===== src/rtl/nested_loop_address_generator_unit_macros.svh =====
// Assertion macros shared by the RTL. The clock is clk and the reset is rst_n.
`ifndef NESTED_LOOP_ADDRESS_GENERATOR_UNIT_MACROS_SVH
`define NESTED_LOOP_ADDRESS_GENERATOR_UNIT_MACROS_SVH

// The consequent must hold in the same cycle as the antecedent.
`define NLAG_ASSERT_NOW(label, ante, cons, msg) \
    label: assert property (@(posedge clk) disable iff (!rst_n) (ante) |-> (cons)) \
        else $error(msg);

// The consequent must hold in the cycle after the antecedent.
`define NLAG_ASSERT_NEXT(label, ante, cons, msg) \
    label: assert property (@(posedge clk) disable iff (!rst_n) (ante) |=> (cons)) \
        else $error(msg);

`endif


===== src/rtl/nlag_pkg.sv =====
package nlag_pkg;

    localparam int ADDR_BITS_DEF  = 11;
    localparam int COUNT_BITS_DEF = 10;

    localparam int STEP_BITS      = 12;
    localparam int LOOP_BITS      = 10;
    localparam int OUTER_BITS     = 20;
    localparam int CFG_DATA_BITS  = 20;
    localparam int CFG_INDEX_BITS = 3;

    typedef enum logic [CFG_INDEX_BITS-1:0] {
        REG_INNER_INCREMENT  = 3'd0,
        REG_INNER_SHIFT      = 3'd1,
        REG_INNER_PERIOD     = 3'd2,
        REG_INNER_DUTY       = 3'd3,
        REG_INNER_ITERATIONS = 3'd4,
        REG_OUTER_INCREMENT  = 3'd5,
        REG_OUTER_SHIFT      = 3'd6,
        REG_OUTER_COUNTS     = 3'd7
    } cfg_index_t;

    typedef enum logic {
        OP_START = 1'b0,
        OP_TICK  = 1'b1
    } op_t;

    typedef struct packed {
        logic signed [STEP_BITS-1:0] inner_increment;
        logic signed [STEP_BITS-1:0] inner_shift;
        logic [LOOP_BITS-1:0]        inner_period;
        logic [LOOP_BITS-1:0]        inner_duty;
        logic [LOOP_BITS-1:0]        inner_iterations;
        logic signed [STEP_BITS-1:0] outer_increment;
        logic signed [STEP_BITS-1:0] outer_shift;
        logic [LOOP_BITS-1:0]        outer_iterations;
        logic [LOOP_BITS-1:0]        outer_period;
    } cfg_t;

    typedef struct packed {
        logic enable;
        logic done;
        logic waiting;
    } flags_t;

endpackage


===== src/rtl/nested_loop_address_generator_unit.sv =====
// Nested-loop strided address generator. A start beat (tuser low) loads the base address and
// the start delay; every tick beat (tuser high) spends one delay count or, until the run is
// done, steps the loop nest once, and returns the last generated address with enable, done
// and waiting flags. Exactly one result beat leaves for each input beat, in order. A beat is
// held in the input register until it is processed, and its result then waits in the result
// register; the loop state is computed combinationally and registered as the beat is
// processed, so one beat per clock is sustained while the result output is not stalled.
// Configuration writes take effect at once and belong to times when no beat is in flight.
`include "nested_loop_address_generator_unit_macros.svh"

module nested_loop_address_generator_unit #(
    parameter int ADDR_BITS  = nlag_pkg::ADDR_BITS_DEF,
    parameter int COUNT_BITS = nlag_pkg::COUNT_BITS_DEF,
    localparam int S_DATA_BITS = ((ADDR_BITS + nlag_pkg::LOOP_BITS + 7) / 8) * 8,
    localparam int M_DATA_BITS = ((ADDR_BITS + 3 + 7) / 8) * 8
) (
    input  logic                                clk,
    input  logic                                rst_n,
    input  logic                                cfg_we,
    input  logic [nlag_pkg::CFG_INDEX_BITS-1:0] cfg_index,
    input  logic [nlag_pkg::CFG_DATA_BITS-1:0]  cfg_data,
    input  logic                                s_axis_tvalid,
    output logic                                s_axis_tready,
    // start_address, start_delay, zero fill
    input  logic [S_DATA_BITS-1:0]              s_axis_tdata,
    // operation
    input  logic [0:0]                          s_axis_tuser,
    output logic                                m_axis_tvalid,
    input  logic                                m_axis_tready,
    // address, enable, done_res, waiting, zero fill
    output logic [M_DATA_BITS-1:0]              m_axis_tdata
);

    nlag_pkg::cfg_t cfg_reg;

    logic                           in_valid_reg;
    nlag_pkg::op_t                  op_reg;
    logic [ADDR_BITS-1:0]           start_address_reg;
    logic [nlag_pkg::LOOP_BITS-1:0] start_delay_reg;

    logic                           out_valid_reg;
    logic [ADDR_BITS-1:0]           address_reg;
    nlag_pkg::flags_t               flags_reg;

    logic                           out_ready;
    logic                           fire;
    logic [ADDR_BITS-1:0]           res_address;
    nlag_pkg::flags_t               res_flags;

    assign out_ready     = !out_valid_reg || m_axis_tready;
    assign fire          = in_valid_reg && out_ready;
    assign s_axis_tready = !in_valid_reg || out_ready;

    always_ff @(posedge clk or negedge rst_n)
    begin
        if (!rst_n)
        begin
            cfg_reg <= '0;
        end
        else if (cfg_we)
        begin
            case (cfg_index)
                nlag_pkg::REG_INNER_INCREMENT:
                    cfg_reg.inner_increment <= cfg_data[nlag_pkg::STEP_BITS-1:0];
                nlag_pkg::REG_INNER_SHIFT:
                    cfg_reg.inner_shift <= cfg_data[nlag_pkg::STEP_BITS-1:0];
                nlag_pkg::REG_INNER_PERIOD:
                    cfg_reg.inner_period <= cfg_data[nlag_pkg::LOOP_BITS-1:0];
                nlag_pkg::REG_INNER_DUTY:
                    cfg_reg.inner_duty <= cfg_data[nlag_pkg::LOOP_BITS-1:0];
                nlag_pkg::REG_INNER_ITERATIONS:
                    cfg_reg.inner_iterations <= cfg_data[nlag_pkg::LOOP_BITS-1:0];
                nlag_pkg::REG_OUTER_INCREMENT:
                    cfg_reg.outer_increment <= cfg_data[nlag_pkg::STEP_BITS-1:0];
                nlag_pkg::REG_OUTER_SHIFT:
                    cfg_reg.outer_shift <= cfg_data[nlag_pkg::STEP_BITS-1:0];
                nlag_pkg::REG_OUTER_COUNTS:
                begin
                    cfg_reg.outer_period     <= cfg_data[nlag_pkg::LOOP_BITS-1:0];
                    cfg_reg.outer_iterations <= cfg_data[nlag_pkg::OUTER_BITS-1:
                                                         nlag_pkg::LOOP_BITS];
                end
                default:
                    cfg_reg <= cfg_reg;
            endcase
        end
        else if (fire && (op_reg == nlag_pkg::OP_START) && (cfg_reg.inner_duty == '0))
        begin
            // A zero duty means the whole period; the start makes that substitution stick.
            cfg_reg.inner_duty <= cfg_reg.inner_period;
        end
    end

    always_ff @(posedge clk or negedge rst_n)
    begin
        if (!rst_n)
        begin
            in_valid_reg  <= 1'b0;
            out_valid_reg <= 1'b0;
        end
        else
        begin
            if (s_axis_tvalid && s_axis_tready)
            begin
                in_valid_reg <= 1'b1;
            end
            else if (fire)
            begin
                in_valid_reg <= 1'b0;
            end
            if (fire)
            begin
                out_valid_reg <= 1'b1;
            end
            else if (m_axis_tready)
            begin
                out_valid_reg <= 1'b0;
            end
        end
    end

    always_ff @(posedge clk)
    begin
        if (s_axis_tvalid && s_axis_tready)
        begin
            op_reg            <= nlag_pkg::op_t'(s_axis_tuser[0]);
            start_address_reg <= s_axis_tdata[ADDR_BITS-1:0];
            start_delay_reg   <= s_axis_tdata[ADDR_BITS+nlag_pkg::LOOP_BITS-1:ADDR_BITS];
        end
        if (fire)
        begin
            address_reg <= res_address;
            flags_reg   <= res_flags;
        end
    end

    nlag_engine #(
        .ADDR_BITS  (ADDR_BITS),
        .COUNT_BITS (COUNT_BITS)
    ) u_engine (
        .clk           (clk),
        .rst_n         (rst_n),
        .cfg           (cfg_reg),
        .fire          (fire),
        .op            (op_reg),
        .start_address (start_address_reg),
        .start_delay   (start_delay_reg),
        .res_address   (res_address),
        .res_flags     (res_flags)
    );

    assign m_axis_tvalid = out_valid_reg;
    assign m_axis_tdata  = M_DATA_BITS'({flags_reg.waiting, flags_reg.done,
                                         flags_reg.enable, address_reg});

    `NLAG_ASSERT_NOW(a_stall_only_when_full, !s_axis_tready, in_valid_reg, "input stalled with an empty input register")
    `NLAG_ASSERT_NEXT(a_item_gives_result, fire, out_valid_reg, "processed beat produced no result")
    `NLAG_ASSERT_NOW(a_wait_without_enable, out_valid_reg, !(flags_reg.waiting && flags_reg.enable), "result both waiting and enabled")

endmodule


===== src/rtl/nlag_engine.sv =====
`include "nested_loop_address_generator_unit_macros.svh"

module nlag_engine #(
    parameter int ADDR_BITS  = nlag_pkg::ADDR_BITS_DEF,
    parameter int COUNT_BITS = nlag_pkg::COUNT_BITS_DEF
) (
    input  logic                           clk,
    input  logic                           rst_n,
    input  nlag_pkg::cfg_t                 cfg,
    input  logic                           fire,
    input  nlag_pkg::op_t                  op,
    input  logic [ADDR_BITS-1:0]           start_address,
    input  logic [nlag_pkg::LOOP_BITS-1:0] start_delay,
    output logic [ADDR_BITS-1:0]           res_address,
    output nlag_pkg::flags_t               res_flags
);

    localparam int CMP_BITS = (COUNT_BITS > nlag_pkg::LOOP_BITS) ? COUNT_BITS
                                                                 : nlag_pkg::LOOP_BITS;

    function automatic logic [ADDR_BITS-1:0] step_addr(
        input logic [ADDR_BITS-1:0]                  a,
        input logic signed [nlag_pkg::STEP_BITS-1:0] d
    );
        logic signed [ADDR_BITS+nlag_pkg::STEP_BITS-1:0] ext;
        ext = (ADDR_BITS + nlag_pkg::STEP_BITS)'(d);
        return a + ext[ADDR_BITS-1:0];
    endfunction

    logic [ADDR_BITS-1:0]  cp_reg, cp_next;
    logic [ADDR_BITS-1:0]  ob_reg, ob_next;
    logic [ADDR_BITS-1:0]  bc_reg, bc_next;
    logic [ADDR_BITS-1:0]  la_reg, la_next;
    logic [COUNT_BITS-1:0] pc_reg, pc_next;
    logic [COUNT_BITS-1:0] ic_reg, ic_next;
    logic [COUNT_BITS-1:0] opc_reg, opc_next;
    logic [COUNT_BITS-1:0] oic_reg, oic_next;
    logic [COUNT_BITS-1:0] dc_reg, dc_next;
    logic [COUNT_BITS-1:0] dl_reg, dl_next;
    logic                  en_reg, en_next;
    logic                  done_reg, done_next;

    logic [COUNT_BITS-1:0] delay_load;
    logic [CMP_BITS-1:0]   per_x, duty_x, iters_x, per2_x, iter2_x;
    logic                  two_level;
    logic                  do_inner;
    logic                  res_en;
    logic                  res_wait;

    assign delay_load = COUNT_BITS'(start_delay);
    assign per_x      = CMP_BITS'(cfg.inner_period);
    assign duty_x     = CMP_BITS'(cfg.inner_duty);
    assign iters_x    = CMP_BITS'(cfg.inner_iterations);
    assign per2_x     = CMP_BITS'(cfg.outer_period);
    assign iter2_x    = CMP_BITS'(cfg.outer_iterations);
    assign two_level  = (cfg.outer_period == '0) && (cfg.outer_iterations == '0);

    // The inner loop steps only while every enclosing level is still below its bound.
    always_comb
    begin
        if (two_level)
        begin
            do_inner = CMP_BITS'(ic_reg) < iters_x;
        end
        else
        begin
            do_inner = (CMP_BITS'(oic_reg) < iter2_x) && (CMP_BITS'(opc_reg) < per2_x)
                       && (CMP_BITS'(ic_reg) < iters_x);
        end
    end

    always_comb
    begin
        cp_next   = cp_reg;
        ob_next   = ob_reg;
        bc_next   = bc_reg;
        la_next   = la_reg;
        pc_next   = pc_reg;
        ic_next   = ic_reg;
        opc_next  = opc_reg;
        oic_next  = oic_reg;
        dc_next   = dc_reg;
        dl_next   = dl_reg;
        en_next   = en_reg;
        done_next = done_reg;
        res_en    = 1'b0;
        res_wait  = 1'b0;
        if (fire)
        begin
            if (op == nlag_pkg::OP_START)
            begin
                bc_next   = start_address;
                cp_next   = start_address;
                ob_next   = start_address;
                dl_next   = delay_load;
                pc_next   = '0;
                ic_next   = '0;
                opc_next  = '0;
                oic_next  = '0;
                dc_next   = '0;
                en_next   = 1'b0;
                done_next = 1'b0;
                res_wait  = delay_load != '0;
            end
            else if (dl_reg != '0)
            begin
                dl_next  = dl_reg - 1'b1;
                res_wait = 1'b1;
            end
            else if (!done_reg)
            begin
                if (do_inner)
                begin
                    if (CMP_BITS'(pc_next) < per_x)
                    begin
                        pc_next = pc_next + 1'b1;
                        en_next = 1'b0;
                        if (CMP_BITS'(dc_next) < duty_x)
                        begin
                            en_next = 1'b1;
                            la_next = cp_next;
                            dc_next = dc_next + 1'b1;
                            cp_next = step_addr(cp_next, cfg.inner_increment);
                        end
                    end
                    if (CMP_BITS'(pc_next) == per_x)
                    begin
                        pc_next = '0;
                        dc_next = '0;
                        ic_next = ic_next + 1'b1;
                        cp_next = step_addr(cp_next, cfg.inner_shift);
                    end
                end
                if (two_level)
                begin
                    if (CMP_BITS'(ic_next) == iters_x)
                    begin
                        ic_next   = '0;
                        done_next = 1'b1;
                    end
                end
                else
                begin
                    if (CMP_BITS'(oic_next) < iter2_x)
                    begin
                        if (CMP_BITS'(opc_next) < per2_x)
                        begin
                            if (CMP_BITS'(ic_next) == iters_x)
                            begin
                                ic_next  = '0;
                                ob_next  = step_addr(ob_next, cfg.outer_increment);
                                cp_next  = ob_next;
                                opc_next = opc_next + 1'b1;
                            end
                        end
                        if (CMP_BITS'(opc_next) == per2_x)
                        begin
                            ob_next  = step_addr(ob_next, cfg.outer_shift);
                            cp_next  = ob_next;
                            opc_next = '0;
                            oic_next = oic_next + 1'b1;
                        end
                    end
                    if (CMP_BITS'(oic_next) == iter2_x)
                    begin
                        done_next = 1'b1;
                    end
                end
                if (done_next)
                begin
                    cp_next = bc_next;
                    ob_next = bc_next;
                end
                res_en = en_next;
            end
        end
    end

    always_ff @(posedge clk or negedge rst_n)
    begin
        if (!rst_n)
        begin
            cp_reg   <= '0;
            ob_reg   <= '0;
            bc_reg   <= '0;
            la_reg   <= '0;
            pc_reg   <= '0;
            ic_reg   <= '0;
            opc_reg  <= '0;
            oic_reg  <= '0;
            dc_reg   <= '0;
            dl_reg   <= '0;
            en_reg   <= 1'b0;
            done_reg <= 1'b0;
        end
        else
        begin
            cp_reg   <= cp_next;
            ob_reg   <= ob_next;
            bc_reg   <= bc_next;
            la_reg   <= la_next;
            pc_reg   <= pc_next;
            ic_reg   <= ic_next;
            opc_reg  <= opc_next;
            oic_reg  <= oic_next;
            dc_reg   <= dc_next;
            dl_reg   <= dl_next;
            en_reg   <= en_next;
            done_reg <= done_next;
        end
    end

    assign res_address       = la_next;
    assign res_flags.enable  = res_en;
    assign res_flags.done    = done_next;
    assign res_flags.waiting = res_wait;

    `NLAG_ASSERT_NOW(a_done_parks_at_base, done_reg, (cp_reg == bc_reg) && (ob_reg == bc_reg), "finished run left the position off its base")
    `NLAG_ASSERT_NEXT(a_delay_freezes_nest, fire && (op == nlag_pkg::OP_TICK) && (dl_reg != '0), $stable(la_reg) && $stable(pc_reg) && $stable(ic_reg), "loop nest moved during start delay")

endmodule


===== config.mk =====
export PLATFORM = sky130hd
export DESIGN_NAME = nested_loop_address_generator_unit
export DESIGN_NICKNAME = d
export VERILOG_FILES = /design/src/rtl/nlag_pkg.sv /design/src/rtl/nested_loop_address_generator_unit.sv /design/src/rtl/nlag_engine.sv
export VERILOG_INCLUDE_DIRS = /design/src /design/src/rtl
export SDC_FILE = /design/constraint.sdc
export NUM_CORES = 1
export LEC_CHECK = 0
export ABC_AREA = 1
export ABC_CLOCK_PERIOD_IN_PS = 6200
export BUFFER_PORTS_ARGS = -buffer_cell sky130_fd_sc_hd__buf_4
export CORE_MARGIN = 10
export CORE_UTILIZATION = 40
export DETAILED_ROUTE_END_ITERATION = 7
export PLACE_DENSITY = 0.52
export SKIP_LAST_GASP = 1
export SYNTH_ARGS = -nofsm -noshare
export SYNTH_HDL_FRONTEND = slang
export SYNTH_HIERARCHICAL = 1
export SYNTH_SLANG_ARGS = --single-unit
export TNS_END_PERCENT = 5

===== constraint.sdc =====
create_clock -name clk -period 6.2 [get_ports clk]
set_clock_uncertainty 0.15 [all_clocks]
set_input_delay 0.62 -clock clk [delete_from_list [all_inputs] [get_ports clk]]
set_output_delay 0.62 -clock clk [all_outputs]
set_load 0.03 [all_outputs]

==> impl_metrics.json, run 1 <==
{
  "initial_utilization": 0.403,
  "clkLatencyLatePin_ns": 0.58,
  "antenna_found_initial": 0,
  "p_leak_nw": 8.92,
  "coreArea_sq_um": 38500,
  "critPathLaunch": "u_engine/pc_reg[7]",
  "r2r-start": "u_engine/pc_reg[7]",
  "grt_pass1_vias": 13500,
  "syn_inst": 2094,
  "via_count": 14300,
  "crit_end": "u_engine/cp_reg[10]",
  "largest_reg_flops": 94,
  "h-tree-depth": 1,
  "r2r-end": "u_engine/cp_reg[10]",
  "postRouteAntennaNets": 0,
  "seq_power_share": 0.270,
  "cp.required_ns": 6.56,
  "row_count": 72,
  "hold_path.class": "primary input to flop",
  "pwr-share-clk": 0.226,
  "max_slew.worst_pin.slew_ns": 1.18,
  "finalHoldViolCount": 0,
  "power.density_nw_per_um2": 441,
  "die_w_um": 217,
  "crit_path_end_kind": "flop",
  "io_buffers": 65,
  "worst-setup-path-type": "flop to flop",
  "cap_viol_max_count": 0,
  "post_drt_wl_per_cell_um": 16.9,
  "drtPass1Iterations": 5,
  "hpwl_mm": 32.8,
  "r2r_setup_slack_ns": 0.13,
  "synth_area_sq_um": 15500,
  "ff2ff_path_depth": 44,
  "ir_worst_vdd_mv": 0.238,
  "drc": 0,
  "drtIter0Drc": 1152,
  "cts_buffers": 29,
  "period_share": 0.979,
  "cell_internal_pwr_mw": 4.66,
  "comb_power_share": 0.504,
  "slew_viol_final": 0,
  "clk_path_buf_depth": 3,
  "cts.sinks": 238,
  "clk_pin_slew_ns": 0.06,
  "grt_overflow": 0,
  "areaGrowthSynthToFinish_pct": 19.3,
  "cts-root-buf": "clkbuf_16",
  "setup_viol_count_final": 0,
  "place_congestion": 0.858,
  "critPathSlowestCell": "dfrtp_2",
  "postRouteWirelength_mm": 46.4,
  "crit_top_cell": "nand2_1",
  "timing.hold.ws_ns": 0.0717,
  "start_kind": "flop",
  "p_switching_mw": 3.51,
  "layout-drive-gt1-share": 0.154,
  "rsz0062_at_grt": "true",
  "nets": 2351,
  "syn_avg_cell_area_sq_um": 7.41,
  "die_y_um": 217,
  "utilization": 0.481,
  "io_pins": 71,
  "grt_use_total": 0.191,
  "synth_warnings": 6,
  "slew_headroom": 0.215,
  "dieArea_sq_um": 47000,
  "status": "finished, final reports clean",
  "switching_share": 0.430,
  "critPathMaxFanout": 6,
  "period_needed_ns": 6.07,
  "avgViaCountPerCell": 5.20,
  "cts_tree": "done",
  "max_clock_freq_ghz": 0.165,
  "max_stage_delay_ns": 0.45,
  "grt_max_degree": 107,
  "critical_path_arrival_ns": 6.42,
  "grt_pass1_wl_mm": 73.1
}
## cell usage in the layout, fill, tap and decap left out, drive strengths merged, types with 14 or more instances in the layout
cell,instances
buf,149
nand2,582
nand4,52
o21ai,184
nor3,24
edfxtp,36
a21oi,113
o22ai,32
nand3b,14
inv,250
ha,91
dfrtp,202
clkbuf,34
nor2,178
nand3,161
xor2,20
## repair_timing
item	4_1_cts	5_1_grt
cloned	0	4
pin swaps	1	60
gates resized for setup	2	104
setup buffers	0	28
endpoints found under the setup margin	1	24
hold endpoints to repair	6	0
hold buffers	1	0
## per-stage QoR
stage	instance area [sq um]	std cells	total power [mW]	worst slack (ns)	setup TNS, ns
3_5_place_dp	16700	2657	5.86	-0.0304	-0.0304
5_1_grt	18500	2744	8.83	-0.286	-4.94
6_report	18500	2745	8.17	0.131	0
4_1_cts	17800	2712	7.78	0.0441	0
2_1_floorplan	15500	2095	4.85	0.627	0
3_3_place_gp	16700	2657	5.81	-0.0186	-0.0186
## worst max-delay path: cells and delay by family, from the launching register on
kind / cells / cell delay, ns
simple gates: 28 / 2.69
xor+xnor: 2 / 0.25
flops: 1 / 0.45
compound gates: 5 / 0.83
fa+ha+maj: 3 / 0.82
buf+inv: 6 / 0.78
## power by group through the flow
stage               logic (mW)  registers, mW  clock network (mW)
floorplan                 2.70           2.15                   0
global placement          3.59           2.22                   0
detailed placement        3.64           2.22                   0
CTS                       3.68           2.20                1.90
global route              4.63           2.25                1.95
finish                    4.11           2.21                1.85
## per-layer routing
| layer | track usage | vias up | share of wire |
|---|---|---|---|
| met5 | 0 | - | 0 |
| met4 | 0.0562 | 0 | 0.027 |
| met3 | 0.0279 | 53 | 0.046 |
| met2 | 0.307 | 351 | 0.45 |
| met1 | 0.261 | 6707 | 0.47 |
| li1 | - | 7174 | - |
## cell type report
cell class	instances	area [sq um]
multi-input cells	1530	8430
fillers	3796	20000
diodes	1	2.50
clock buffers	31	753
inverters	251	948
clock inverters	23	290
well taps	518	648
repair buffers	153	1290
flip-flops and latches	238	6140
## worst min-delay path by stage
| stage | startpoint | end | slack (ns) | cells past startpoint |
|---|---|---|---|---|
| floorplan | rst_n | cfg_reg[0] | 0.17 | 0 |
| global placement | cfg_reg[96] | cfg_reg[96] | 0.32 | 2 |
| detailed placement | u_engine/bc_reg[8] | u_engine/bc_reg[8] | 0.33 | 2 |
| CTS | s_axis_tuser | op_reg | 0.04 | 1 |
| global route | s_axis_tuser | op_reg | 0.04 | 1 |
| finish | s_axis_tdata[13] | start_delay_reg[2] | 0.07 | 1 |
No activity file was read; power rests on OpenSTA's default activity.
==> inputs of run 2 (changes only) <==
HOLD_SLACK_MARGIN = 0.12   (was not set)
==> run 2 against run 1 <==
- clock power is essentially flat
- critical path depth unchanged
- sequential share of layout area down 0.56 points
- register-to-register slack barely moved
- via count rose by 0.71%
- critical endpoint unchanged
- largest cell class unchanged
==> impl_metrics.json, run 2 (synthesized netlist as in run 1, its figures left out) <==
{
  "status": "finished, final reports clean",
  "setup_viol_count_final": 0,
  "max_clock_freq_ghz": 0.165,
  "mostFrequentLayoutCells": "550 x nand2_1, 229 x inv_1, 201 x dfrtp_1",
  "slew_viol_final": 0,
  "layout-drive-gt1-share": 0.151,
  "crit_family": "simple AND/OR/NAND/NOR gates",
  "max_stage_delay_ns": 0.45,
  "crit_buf_inv": 5,
  "areaGrowthSynthToFinish_pct": 21.3,
  "period_needed_ns": 6.06,
  "utilization": 0.489,
  "io_pins": 71,
  "nFillCells": 3759,
  "die_w_um": 217,
  "fin_setup_tns_ns": 0,
  "cts_tree": "done",
  "critPathMaxFanout": 6,
  "cap_viol_max_count": 0,
  "nets": 2383,
  "slew_headroom": 0.249,
  "cts-root-buf": "clkbuf_16",
  "clkLatencyLatePin_ns": 0.58,
  "dpl_cell_area_sq_um": 16700,
  "fin_cells": 2777,
  "drtPass1Iterations": 5,
  "drtIter0Drc": 1040,
  "worst-setup-path-type": "flop to flop",
  "post_drt_wl_per_cell_um": 16.8,
  "timing.hold.ws_ns": 0.163,
  "start_kind": "flop",
  "hpwl_mm": 32.8,
  "crit_top_cell": "nand2_1",
  "die_y_um": 217,
  "fin_ws_ns": 0.140,
  "antenna_found_initial": 0,
  "grt_pass1_wl_mm": 73.8,
  "dieArea_sq_um": 47000,
  "p_leak_nw": 9.06,
  "grt_use_total": 0.192,
  "final_common_cell": "nand2_1",
  "drc": 0,
  "hold_path.class": "primary input to flop",
  "coreArea_sq_um": 38500,
  "crit_path_end_kind": "flop",
  "avgViaCountPerCell": 5.18,
  "place_congestion": 0.858,
  "cp.required_ns": 6.56,
  "largest_reg_flops": 94,
  "grt_pass1_vias": 13700,
  "grt_max_degree": 107,
  "clk_path_buf_depth": 3,
  "cts_buffers": 29,
  "dp_cells": 2657,
  "row_count": 72,
  "initial_utilization": 0.403,
  "postRouteAntennaNets": 0,
  "r2r_setup_slack_ns": 0.14,
  "rsz0062_at_grt": "true",
  "cts.sinks": 238,
  "power_mw": 8.18,
  "power.density_nw_per_um2": 435,
  "finalHoldViolCount": 0,
  "clk_pin_slew_ns": 0.06,
  "via_count": 14400,
  "max_slew.worst_pin.slew_ns": 1.13,
  "grt_overflow": 0,
  "fin_area_sq_um": 18800,
  "critical_path_arrival_ns": 6.41,
  "ir_worst_vdd_mv": 0.237,
  "dp_slack_ns": -0.0304,
  "critPathSlowestCell": "dfrtp_2",
  "io_buffers": 65,
  "period_share": 0.977,
  "postRouteWirelength_mm": 46.8,
  "h-tree-depth": 1
}
## run 2: layout make-up
class	instances	area (sq um)	share of cell area
multi-input cells	1530	8430	0.448
flip-flops and latches	238	6140	0.326
repair buffers	185	1610	0.0855
inverters	251	948	0.0504
clock buffers	31	753	0.0400
well taps	518	648	0.0344
clock inverters	23	290	0.0154
diodes	1	2.50	0.000133
## run 2: repair_timing
item | in CTS | in global routing
hold endpoints to repair | 136 | 0
setup endpoints to repair | 1 | 24
cloned | 0 | 4
pin swaps | 1 | 60
buffers inserted | 0 | 28
resized for setup | 2 | 104
hold buffers | 33 | 0
## run 2: worst paths after layout
path                            depth (start not counted)                  end               start
worst max-delay path                                   44  u_engine/cp_reg[10]  u_engine/pc_reg[7]
worst min-delay path                                    4        m_axis_tvalid       m_axis_tready
worst max register to register                         44  u_engine/cp_reg[10]  u_engine/pc_reg[7]
worst min register to register                          2   u_engine/bc_reg[8]  u_engine/bc_reg[8]
max in group asynchronous                               3   u_engine/pc_reg[7]               rst_n
min in group asynchronous                               2          cfg_reg[51]               rst_n
## run 2: where the power goes
group,switching [mW],internal (mW)
Clock,0.751,1.10
Sequential,0.303,1.90
Combinational,2.46,1.67
## run 2: metal layers
metal  GRT usage  part of all wire  wire (um)
met5           0                 0          0
met2       0.312              0.45      21100
met3      0.0280             0.046       2180
met1       0.262              0.47      22100
met4      0.0562             0.030       1410
## run 2: worst reg2reg max path: cells and delay by family (launching register included)
kind	cells	cell delay (ns)
compound gates	5	0.84
xor+xnor	2	0.25
fa+ha+maj	3	0.82
buf+inv	5	0.59
flops	1	0.45
simple gates	29	2.90
